<file path="config.mk">
export PLATFORM = sky130hd
export DESIGN_NAME = dns_name_label_encoder
export DESIGN_NICKNAME = d
export VERILOG_FILES = /design/src/rtl/dnle_pkg.sv /design/src/rtl/dnle_ctrl.sv /design/src/rtl/dnle_datapath.sv /design/src/rtl/dns_name_label_encoder.sv
export SDC_FILE = /design/constraint.sdc
export NUM_CORES = 1
export LEC_CHECK = 0
export ABC_AREA = 1
export BUFFER_PORTS_ARGS = -buffer_cell sky130_fd_sc_hd__buf_2
export CAP_MARGIN = 20
export CORE_MARGIN = 2
export CORE_UTILIZATION = 51
export DETAILED_ROUTE_END_ITERATION = 12
export PLACE_DENSITY = 0.72
export SLEW_MARGIN = 20
export SYNTH_ARGS = -nofsm -noshare
export SYNTH_HDL_FRONTEND = slang
export SYNTH_SLANG_ARGS = --single-unit
</file>
<file path="constraint.sdc">
create_clock -name clock -period 2.25 [get_ports clock]
set_input_delay 0.225 -clock clock [delete_from_list [all_inputs] [get_ports clock]]
set_output_delay 0.225 -clock clock [all_outputs]
set_load 0.01 [all_outputs]
</file>
<file path="src/rtl/dnle_pkg.sv">
`timescale 1ns / 1ps
`default_nettype none

package dnle_pkg;

   // Byte width of characters and wire-format output
   localparam int unsigned DATA_W = 8;

   // Label separator character
   localparam logic [DATA_W-1:0] SEPARATOR = 8'h2e;

   // Commands from controller to datapath
   typedef struct packed {
      logic accept;       // input word taken this cycle
      logic load_len;     // load length byte into output register
      logic load_char;    // load buffered character, advance read index
      logic load_term;    // load zero terminator
      logic clear_label;  // label fully emitted, reset count and flag
      logic run_last;     // run_last bit for the byte being loaded
   } cmd_type;

   // Status from datapath to controller
   typedef struct packed {
      logic in_sep;       // incoming character is the separator
      logic count_zero;   // open label is empty
      logic last_char;    // read index points at the final buffered character
      logic name_last;    // captured name_last of the item in progress
      logic out_free;     // output register can take a word this cycle
   } status_type;

endpackage

`default_nettype wire

</file>
<file path="src/rtl/dnle_ctrl.sv">
`timescale 1ns / 1ps
`default_nettype none

module dnle_ctrl (
   input  wire logic                clock,
   input  wire logic                reset,
   input  wire logic                req_valid,
   input  wire logic                req_name_last,
   output logic                     req_ready,
   input  wire dnle_pkg::status_type status,
   output dnle_pkg::cmd_type        cmd
);
   import dnle_pkg::*;

   localparam logic [1:0] ST_IDLE = 2'd0;
   localparam logic [1:0] ST_LEN  = 2'd1;
   localparam logic [1:0] ST_CHAR = 2'd2;
   localparam logic [1:0] ST_TERM = 2'd3;

   logic [1:0] state_ff;
   logic [1:0] state_in;

   assign req_ready = (state_ff == ST_IDLE);

   // Next state and command decode
   always_comb begin
      state_in = state_ff;
      cmd      = '0;
      unique case (state_ff)
         ST_IDLE: begin
            cmd.accept = req_valid;
            if (req_valid && (status.in_sep || req_name_last)) begin
               state_in = ST_LEN;
            end
         end
         ST_LEN: begin
            if (status.out_free) begin
               cmd.load_len = 1'b1;
               cmd.run_last = !status.name_last && status.count_zero;
               if (!status.count_zero) begin
                  state_in = ST_CHAR;
               end else begin
                  cmd.clear_label = 1'b1;
                  state_in        = status.name_last ? ST_TERM : ST_IDLE;
               end
            end
         end
         ST_CHAR: begin
            if (status.out_free) begin
               cmd.load_char = 1'b1;
               cmd.run_last  = !status.name_last && status.last_char;
               if (status.last_char) begin
                  cmd.clear_label = 1'b1;
                  state_in        = status.name_last ? ST_TERM : ST_IDLE;
               end
            end
         end
         ST_TERM: begin
            if (status.out_free) begin
               cmd.load_term = 1'b1;
               cmd.run_last  = 1'b1;
               state_in      = ST_IDLE;
            end
         end
         default: begin
            state_in = ST_IDLE;
         end
      endcase
   end

   always_ff @(posedge clock) begin
      if (reset) begin
         state_ff <= ST_IDLE;
      end else begin
         state_ff <= state_in;
      end
   end

   // Character emission only happens for a non-empty label
   assert property (@(posedge clock) disable iff (reset)
      (state_ff == ST_CHAR) |-> !status.count_zero)
      else $error("char state with empty label");

   // At most one output load per cycle
   assert property (@(posedge clock) disable iff (reset)
      $onehot0({cmd.load_len, cmd.load_char, cmd.load_term}))
      else $error("multiple output loads");

endmodule

`default_nettype wire

</file>
<file path="src/rtl/dnle_datapath.sv">
`timescale 1ns / 1ps
`default_nettype none

module dnle_datapath #(
   parameter int unsigned MAX_LABEL = 62
) (
   input  wire logic                       clock,
   input  wire logic                       reset,
   input  wire logic [dnle_pkg::DATA_W-1:0] req_ch,
   input  wire logic                       req_name_last,
   input  wire dnle_pkg::cmd_type          cmd,
   output dnle_pkg::status_type            status,
   output logic                            rsp_valid,
   input  wire logic                       rsp_ready,
   output logic [dnle_pkg::DATA_W-1:0]     rsp_out_byte,
   output logic                            rsp_run_last,
   output logic                            rsp_name_end,
   output logic                            rsp_label_overflow
);
   import dnle_pkg::*;

   localparam int unsigned CntW  = $clog2(MAX_LABEL + 1);
   localparam int unsigned AddrW = (MAX_LABEL > 1) ? $clog2(MAX_LABEL) : 1;

   // Label character store, single write port and registered read
   logic [DATA_W-1:0] store [MAX_LABEL];
   logic [DATA_W-1:0] rd_data_ff;
   logic [AddrW-1:0]  rd_addr;

   logic [CntW-1:0]   count_ff, count_in;
   logic              ovf_ff, ovf_in;
   logic              last_ff, last_in;
   logic [AddrW-1:0]  idx_ff, idx_in;

   logic              rsp_valid_ff, rsp_valid_in;
   logic [DATA_W-1:0] rsp_byte_ff;
   logic              rsp_run_last_ff;
   logic              rsp_name_end_ff;
   logic              rsp_ovf_ff;

   logic              in_sep;
   logic              room;
   logic              last_char;
   logic              write_en;
   logic              out_free;
   logic              load_any;

   assign in_sep    = (req_ch == SEPARATOR);
   assign room      = (count_ff < CntW'(MAX_LABEL));
   assign write_en  = cmd.accept && !in_sep && room;
   assign last_char = ((CntW'(idx_ff) + CntW'(1)) == count_ff);
   assign out_free  = !rsp_valid_ff || rsp_ready;
   assign load_any  = cmd.load_len || cmd.load_char || cmd.load_term;

   // Read one ahead while advancing so characters stream at one per cycle while the output is free
   assign rd_addr = (cmd.load_char && !last_char) ? (idx_ff + AddrW'(1)) : idx_ff;

   always_ff @(posedge clock) begin
      if (write_en) begin
         store[count_ff[AddrW-1:0]] <= req_ch;
      end
   end

   always_ff @(posedge clock) begin
      rd_data_ff <= store[rd_addr];
   end

   // Label count, overflow flag, read index, captured name_last
   always_comb begin
      count_in = count_ff;
      ovf_in   = ovf_ff;
      last_in  = last_ff;
      idx_in   = idx_ff;
      if (cmd.accept) begin
         last_in = req_name_last;
         idx_in  = '0;
         if (!in_sep) begin
            if (room) begin
               count_in = count_ff + CntW'(1);
            end else begin
               ovf_in = 1'b1;
            end
         end
      end else if (cmd.clear_label) begin
         count_in = '0;
         ovf_in   = 1'b0;
         idx_in   = '0;
      end else if (cmd.load_char) begin
         idx_in = idx_ff + AddrW'(1);
      end
   end

   always_ff @(posedge clock) begin
      if (reset) begin
         count_ff <= '0;
         ovf_ff   <= 1'b0;
         last_ff  <= 1'b0;
         idx_ff   <= '0;
      end else begin
         count_ff <= count_in;
         ovf_ff   <= ovf_in;
         last_ff  <= last_in;
         idx_ff   <= idx_in;
      end
   end

   // Output register
   assign rsp_valid_in = load_any || (rsp_valid_ff && !rsp_ready);

   always_ff @(posedge clock) begin
      if (reset) begin
         rsp_valid_ff <= 1'b0;
      end else begin
         rsp_valid_ff <= rsp_valid_in;
      end
   end

   always_ff @(posedge clock) begin
      if (load_any) begin
         rsp_run_last_ff <= cmd.run_last;
         rsp_name_end_ff <= cmd.load_term;
         rsp_ovf_ff      <= cmd.load_len && ovf_ff;
         if (cmd.load_len) begin
            rsp_byte_ff <= DATA_W'(count_ff);
         end else if (cmd.load_char) begin
            rsp_byte_ff <= rd_data_ff;
         end else begin
            rsp_byte_ff <= '0;
         end
      end
   end

   assign rsp_valid          = rsp_valid_ff;
   assign rsp_out_byte       = rsp_byte_ff;
   assign rsp_run_last       = rsp_run_last_ff;
   assign rsp_name_end       = rsp_name_end_ff;
   assign rsp_label_overflow = rsp_ovf_ff;

   assign status.in_sep     = in_sep;
   assign status.count_zero = (count_ff == '0);
   assign status.last_char  = last_char;
   assign status.name_last  = last_ff;
   assign status.out_free   = out_free;

   // Label count never passes the limit
   assert property (@(posedge clock) disable iff (reset)
      count_ff <= CntW'(MAX_LABEL))
      else $error("label count above limit");

   // Truncation only flagged once the label is full
   assert property (@(posedge clock) disable iff (reset)
      ovf_ff |-> (count_ff == CntW'(MAX_LABEL)))
      else $error("overflow flag with label not full");

   // Terminator load lands as a valid name_end word
   assert property (@(posedge clock) disable iff (reset)
      cmd.load_term |=> (rsp_valid_ff && rsp_name_end_ff && rsp_byte_ff == '0))
      else $error("terminator not presented");

endmodule

`default_nettype wire

</file>
<file path="src/rtl/dns_name_label_encoder.sv">
`timescale 1ns / 1ps
`default_nettype none

// DNS name label encoder: takes a dotted name one character per word and
// emits the wire-format byte stream (length byte, label characters, zero
// terminator). An ordinary character is accepted and produces nothing, and
// the next word can follow it straight away. A separator or the word marked
// name_last is accepted, then the block emits 1 length byte plus n buffered
// characters (plus 1 terminator byte for name_last) at one byte per cycle
// while rsp_ready is high; no new word is accepted until the label store has
// been drained. The rate is set by the output register, which moves one byte
// per cycle while rsp_ready is high, and by the controller holding off input
// while a label drains. Labels longer than MAX_LABEL are truncated and the
// length byte carries label_overflow. The store needs no clearing after reset.
module dns_name_label_encoder #(
   parameter int unsigned MAX_LABEL = 62
) (
   input  wire logic                       clock,
   input  wire logic                       reset,
   input  wire logic                       req_valid,
   output logic                            req_ready,
   input  wire logic [dnle_pkg::DATA_W-1:0] req_ch,
   input  wire logic                       req_name_last,
   output logic                            rsp_valid,
   input  wire logic                       rsp_ready,
   output logic [dnle_pkg::DATA_W-1:0]     rsp_out_byte,
   output logic                            rsp_run_last,
   output logic                            rsp_name_end,
   output logic                            rsp_label_overflow
);
   import dnle_pkg::*;

   cmd_type    cmd;
   status_type status;

   dnle_ctrl u_ctrl (
      .clock         (clock),
      .reset         (reset),
      .req_valid     (req_valid),
      .req_name_last (req_name_last),
      .req_ready     (req_ready),
      .status        (status),
      .cmd           (cmd)
   );

   dnle_datapath #(
      .MAX_LABEL (MAX_LABEL)
   ) u_datapath (
      .clock              (clock),
      .reset              (reset),
      .req_ch             (req_ch),
      .req_name_last      (req_name_last),
      .cmd                (cmd),
      .status             (status),
      .rsp_valid          (rsp_valid),
      .rsp_ready          (rsp_ready),
      .rsp_out_byte       (rsp_out_byte),
      .rsp_run_last       (rsp_run_last),
      .rsp_name_end       (rsp_name_end),
      .rsp_label_overflow (rsp_label_overflow)
   );

endmodule

`default_nettype wire

</file>
# == After elaboration in Yosys (flattened, before gate mapping) ==
# Memories as Yosys holds them, arrays and structs flattened. A register that Yosys moved wholly into a read port is not among the register bits.
# Cells that the tools add are included.
# W data, S select, Z words.
# word_totals
register_bits,28
ramBits,496
input_bits,13
out_inout_bits,13
wordCells,87
n_memories,1
# op_classes
add_sub_neg,2
magnitude_cmp,1
n_eq_ne,13
muxes,32
n_bitwise,1
reduce_logical,26
# mem_list
memory,depth,width,read_ports,rd_ports_with_merged_regs,wr,line_no,text
u_datapath.store,62,8,1,1,1,dnle_datapath.sv:26,logic [DATA_W-1:0] store [MAX_LABEL];
# ops
cell,n
$mux W6,7
$mux W2,9
$mux W1,13
$add A6 B1 Y6 const B,2
$ne A2 B1 Y1 const B,5
$eq A8 B6 Y1 const B,1
$logic_and A1 B1 Y1,8
$pmux W2 S4,1
$eq A6 B6 Y1,1
$logic_not A6 Y1,1
$lt A6 B6 Y1 const B,1
$ne A2 B2 Y1 const B,3
$reduce_and A3 Y1,2
$logic_not A1 Y1,5
$logic_or A1 B1 Y1,5
$reduce_and A5 Y1,1
$eq A2 B2 Y1 const B,2
$pmux W1 S3,1
$reduce_or A3 Y1,1
$eq A2 B1 Y1 const B,1
$logic_not A2 Y1,1
$pmux W1 S2,1
$reduce_bool A2 Y1,1
$reduce_or A2 Y1,1
$not A1 Y1,1

# == Logic depth before layout (Yosys ltp) ==
# logic_depth
ltp_word,7
mapped_depth,21
depth_no_buf,19

# == By module ==
# Synthesis repeated with hierarchy kept, for this count alone.
# unflattened
cells_unflattened,2417
hier_area_um2,23979.2
# modules_own_cells
mod,instances,cells_each,area_each_um2,seq_area_each_um2
dnle_datapath,1,2369,23681.5,15685.0
dnle_ctrl,1,48,297.8,40.0

# == Worst setup path after synthesis ==
# OpenSTA, ideal clock, no wires.
# synth_path
kind,register -> register
startpoint,reg u_datapath.idx_ff[1]
endpoint,reg u_datapath.rd_data_ff[5] (read register of u_datapath.store)
setup_time_ns,0.114
arrival_ns,2.302
t_required_ns,2.136
slack_ns,-0.166
path_stages_with_launch,19
path_buffers,2
synth_period_minus_slack_ns,2.416
cell_sequence,dfxtp_1 ha_1 inv_1 nand2_1 nand2_1 nor2_1 nand3_1 nor2_2 nand3_4 nand2_8 buf_8 o21ai_2 inv_2 clkbuf_1 nand3_1 nand3_1 nand3_1 nand3_1 nand2_1
# synth_via
elab_chain_len,5
# synth_lines
element,line_no,text
"start, declared",dnle_datapath.sv:33,"logic [AddrW-1:0] idx_ff, idx_in;"
"start signal, assigned",dnle_datapath.sv:103,idx_ff <= idx_in;
$add A6 B1 Y6,"dnle_datapath.sv:51, dnle_datapath.sv:56",
$eq A6 B6 Y1,dnle_datapath.sv:51,assign last_char = ((CntW'(idx_ff) + CntW'(1)) == count_ff);
$logic_not A1 Y1,dnle_datapath.sv:56,assign rd_addr = (cmd.load_char && !last_char) ? (idx_ff + AddrW'(1)) : idx_ff;
$logic_and A1 B1 Y1,dnle_datapath.sv:56,
$mux W6 *,dnle_datapath.sv:56,
"end, declared",dnle_datapath.sv:27,logic [DATA_W-1:0] rd_data_ff;
# Every way passes the cells marked *; elsewhere a longest branch is shown, timed or not.
# A chain may end at the register's enable or synchronous reset.

# == Worst setup path in the final report ==
# layout_path
startpoint,reg u_datapath.idx_ff[1]
endpoint,reg u_datapath.rd_data_ff[6] (read register of u_datapath.store)
# Same word-level chain as after synthesis.

==> flow_summary.json <==
{
  "clk_pin_slew_worst_paths_ps": 60,
  "ys_seq_area_frac": 0.6577,
  "top_usage_layer": "met2",
  "criticalPathCategory": "reg -> reg",
  "antenna_found_initial": 2,
  "yosysMostFrequentCell": "nand3_1",
  "finalHoldViolCount": 0,
  "cts_inserted_buffers": 54,
  "ys_types": 36,
  "dieArea_um2": 48630,
  "violations": "setup timing",
  "whs_ps": 27.21,
  "syn_area_um2": 23910,
  "crit_slowest_cell": "dfxtp_4",
  "cp-end-kind": "register",
  "grt_pass1_vias": 17371,
  "area_growth_pct": 25.49,
  "core_um2": 46460,
  "dieHeight_um": 220.5,
  "dpl.cell_count": 3054,
  "grt_pass1_wl_um": 100200,
  "drtIter0Drc": 2878,
  "critPathArrivalTime_ps": 3400,
  "clk-insertion-delay-late_ps": 620,
  "use_met1": 0.3578,
  "period_minus_slack_ps": 2900,
  "finalMaxSlewViolations": 0,
  "io_pins": 26,
  "overflow": 0,
  "worst_slew_pin_slew_ps": 923.4,
  "yosysWarnings": 0,
  "cts_sinks": 532,
  "cp_max_fo": 7,
  "drv_cap": 0,
  "fin_crit_sh": 1.289,
  "use_met2": 0.4515,
  "yosys.area.top_type": "edfxtp_1",
  "avgSynthCellArea_um2": 10.02,
  "initial_utilization": 0.5147,
  "crit_path_cell_trace": "ha_4, inv_2, nand2_1, nand2_1, nor2_2, nand3_2, nor2_4, nand3_4, nand2_8, nand2_8, nand2_8, buf_12, buf_12, nand2_1, nand3_1, nand3_1, nand3_2, nand3_2, nand3_2, nand2_1",
  "p_per_area_nw_per_um2": 1290,
  "hpwlAfterDp_um": 39710,
  "cp-start-kind": "register",
  "grt_util_all_layers": 0.2770,
  "skew_ps": 20.08,
  "synthTopCellsByArea": "edfxtp_1 64%, nand3_1 12%, nand2_1 8.1%",
  "num_rows": 79,
  "synth_common_cells": "556 x nand3_1, 518 x nand2_1, 507 x edfxtp_1, 495 x inv_1, 87 x nor2_1",
  "min-delay-path-class": "in -> reg",
  "drc_errors": 0,
  "drive_gt1_frac": 0.2270,
  "totalWireLength_um": 73190,
  "drtAntennaViolNets": 0,
  "synthCells": 2387,
  "place_ws_ps": -620.3,
  "final_cells": 3217,
  "critical_path_buf_inv_count": 3,
  "synthArstFlopShare": 0,
  "status": "complete, but fails checks",
  "cts_tree": "yes",
  "p_leak_nw": 12.55,
  "cts_max_level": 2,
  "fin_ws_ps": -649.7,
  "viasPerCell": 5.819,
  "gp_congestion": 0.9535,
  "setup_viol": 24,
  "grt_use_met3": 0.05471,
  "utilization": 0.6458,
  "clockBufferDepth": 3,
  "ir_drop_v": 0.0008645,
  "grt_max_degree": 63,
  "cpPeakStageDelay_ps": 350,
  "ys_seq_elements": 532,
  "cp_top_family": "simple AND/OR/NAND/NOR gates",
  "vias": 18719,
  "final_nets": 2584,
  "fp.dieW_um": 220.5,
  "cts_root_buffer": "clkbuf_16",
  "relSlewSlack": 0.3844,
  "wl_per_cell_um": 22.75,
  "port_buffers": 25,
  "syn-num-nets": 2407,
  "cp.required_ps": 2750,
  "synth_top_area_frac": 0.6368,
  "rsz0062_at_grt": "yes",
  "firstDrtPassIters": 6,
  "ys.flop_type": "edfxtp_1",
  "fmax_mhz": 344.9,
  "synth_edf_count": 507
}
==> registers in the layout, indices dropped and copies added, names as in the netlist, 2 cells and up <==
| signal | flops |
|---|---|
| u_datapath.count_ff | 6 |
| u_datapath.store | 496 |
| u_ctrl.state_ff | 2 |
| u_datapath.rsp_out_byte | 8 |
| u_datapath.idx_ff | 6 |
| u_datapath.rd_data_ff | 8 |
==> worst reg2reg max path, cell delays in order, from the launching register on <==
cell	delay, ps
dfxtp_4	350
ha_4	270
inv_2	30
nand2_1	50
nand2_1	60
nor2_2	130
nand3_2	90
nor2_4	110
nand3_4	180
nand2_8	180
nand2_8	100
nand2_8	200
buf_12	190
buf_12	140
nand2_1	80
nand3_1	140
nand3_1	130
nand3_2	110
nand3_2	80
nand3_2	80
nand2_1	80
==> logic make-up after synthesis <==
logic type                 count (synthesis)  share of synthesized area
adders and majority gates                  7                   0.003663
buffers and inverters                    616                     0.1071
AOI/OAI and AO/OA                         44                    0.01120
DFF                                      532                     0.6577
and+or+nand+nor                         1188                     0.2203
==> timing repair <==
action / 4_1_cts / 5_1_grt
resized for setup: 128 / 254
pin swaps: 3 / 68
setup buffers: 8 / 27
endpoints found under the hold margin: 3 / 0
gates cloned: 7 / 23
hold buffers: 2 / 0
endpoints found under the setup margin: 478 / 477
==> layer usage <==
metal	wire, um	vias to the layer above
met3	8688	317
met2	33440	1332
li1	-	8161
met5	0	-
met1	26160	8909
met4	4902	0
==> metrics by stage <==
stage / power (mW) / TNS, ps / instance area (um^2)
2_1_floorplan: 19.83 / -559.7 / 24060
3_3_place_gp: 23.90 / -43070 / 25600
3_5_place_dp: 24.13 / -77090 / 25600
4_1_cts: 34.36 / -11210 / 28140
5_1_grt: 39.98 / -12540 / 30000
6_report: 38.70 / -9892 / 30000
==> area by class of cell <==
cell class	instances	area, um^2
Fill cell	3301	16450
Sequential cell	532	15730
Multi-Input combinational cell	1243	7156
Timing Repair Buffer	229	2610
Inverter	503	1894
Clock buffer	69	1540
Tap cell	607	759.5
Clock inverter	31	299.0
Timing Repair inverter	1	7.507
Antenna cell	2	5.005
==> power breakdown <==
group          internal, mW  switching [mW]  total, mW
combinational          6.71            11.3       18.0
clock                  5.40            3.86       9.26
sequential             11.2           0.193       11.4
total                  23.4            15.3       38.7
==> cell usage in the layout (no fill, tap or decap), drive strengths merged, types with 3 or more instances in the layout <==
master | Yosys | layout
nand3 | 559 | 559
nand2 | 525 | 529
edfxtp | 507 | 507
inv | 501 | 503
buf | 86 | 212
nor2 | 89 | 89
clkbuf | 27 | 84
dfxtp | 25 | 25
clkinv | 2 | 20
o21ai | 19 | 19
a21oi | 13 | 13
nand4 | 9 | 9
a211oi | 8 | 8
clkinvlp | 0 | 7
ha | 7 | 7
bufinv | 0 | 5
nor3 | 3 | 3
==> worst paths after layout <==
check | startpoint | to | slack, ps | cells past startpoint
setup reg to reg | u_datapath.idx_ff[1]$_SDFFE_PP0P_ | u_datapath.rd_data_ff[6]$_DFF_P_ | -650 | 20
hold reg to reg | u_datapath.ovf_ff$_SDFFE_PP0P_ | u_datapath.ovf_ff$_SDFFE_PP0P_ | 530 | 2
hold / removal | req_valid | u_datapath.last_ff$_SDFFE_PP0P_ | 30 | 4
setup / recovery | u_datapath.idx_ff[1]$_SDFFE_PP0P_ | u_datapath.rd_data_ff[6]$_DFF_P_ | -650 | 20
Note: power is estimated with default switching activity, not from simulation.
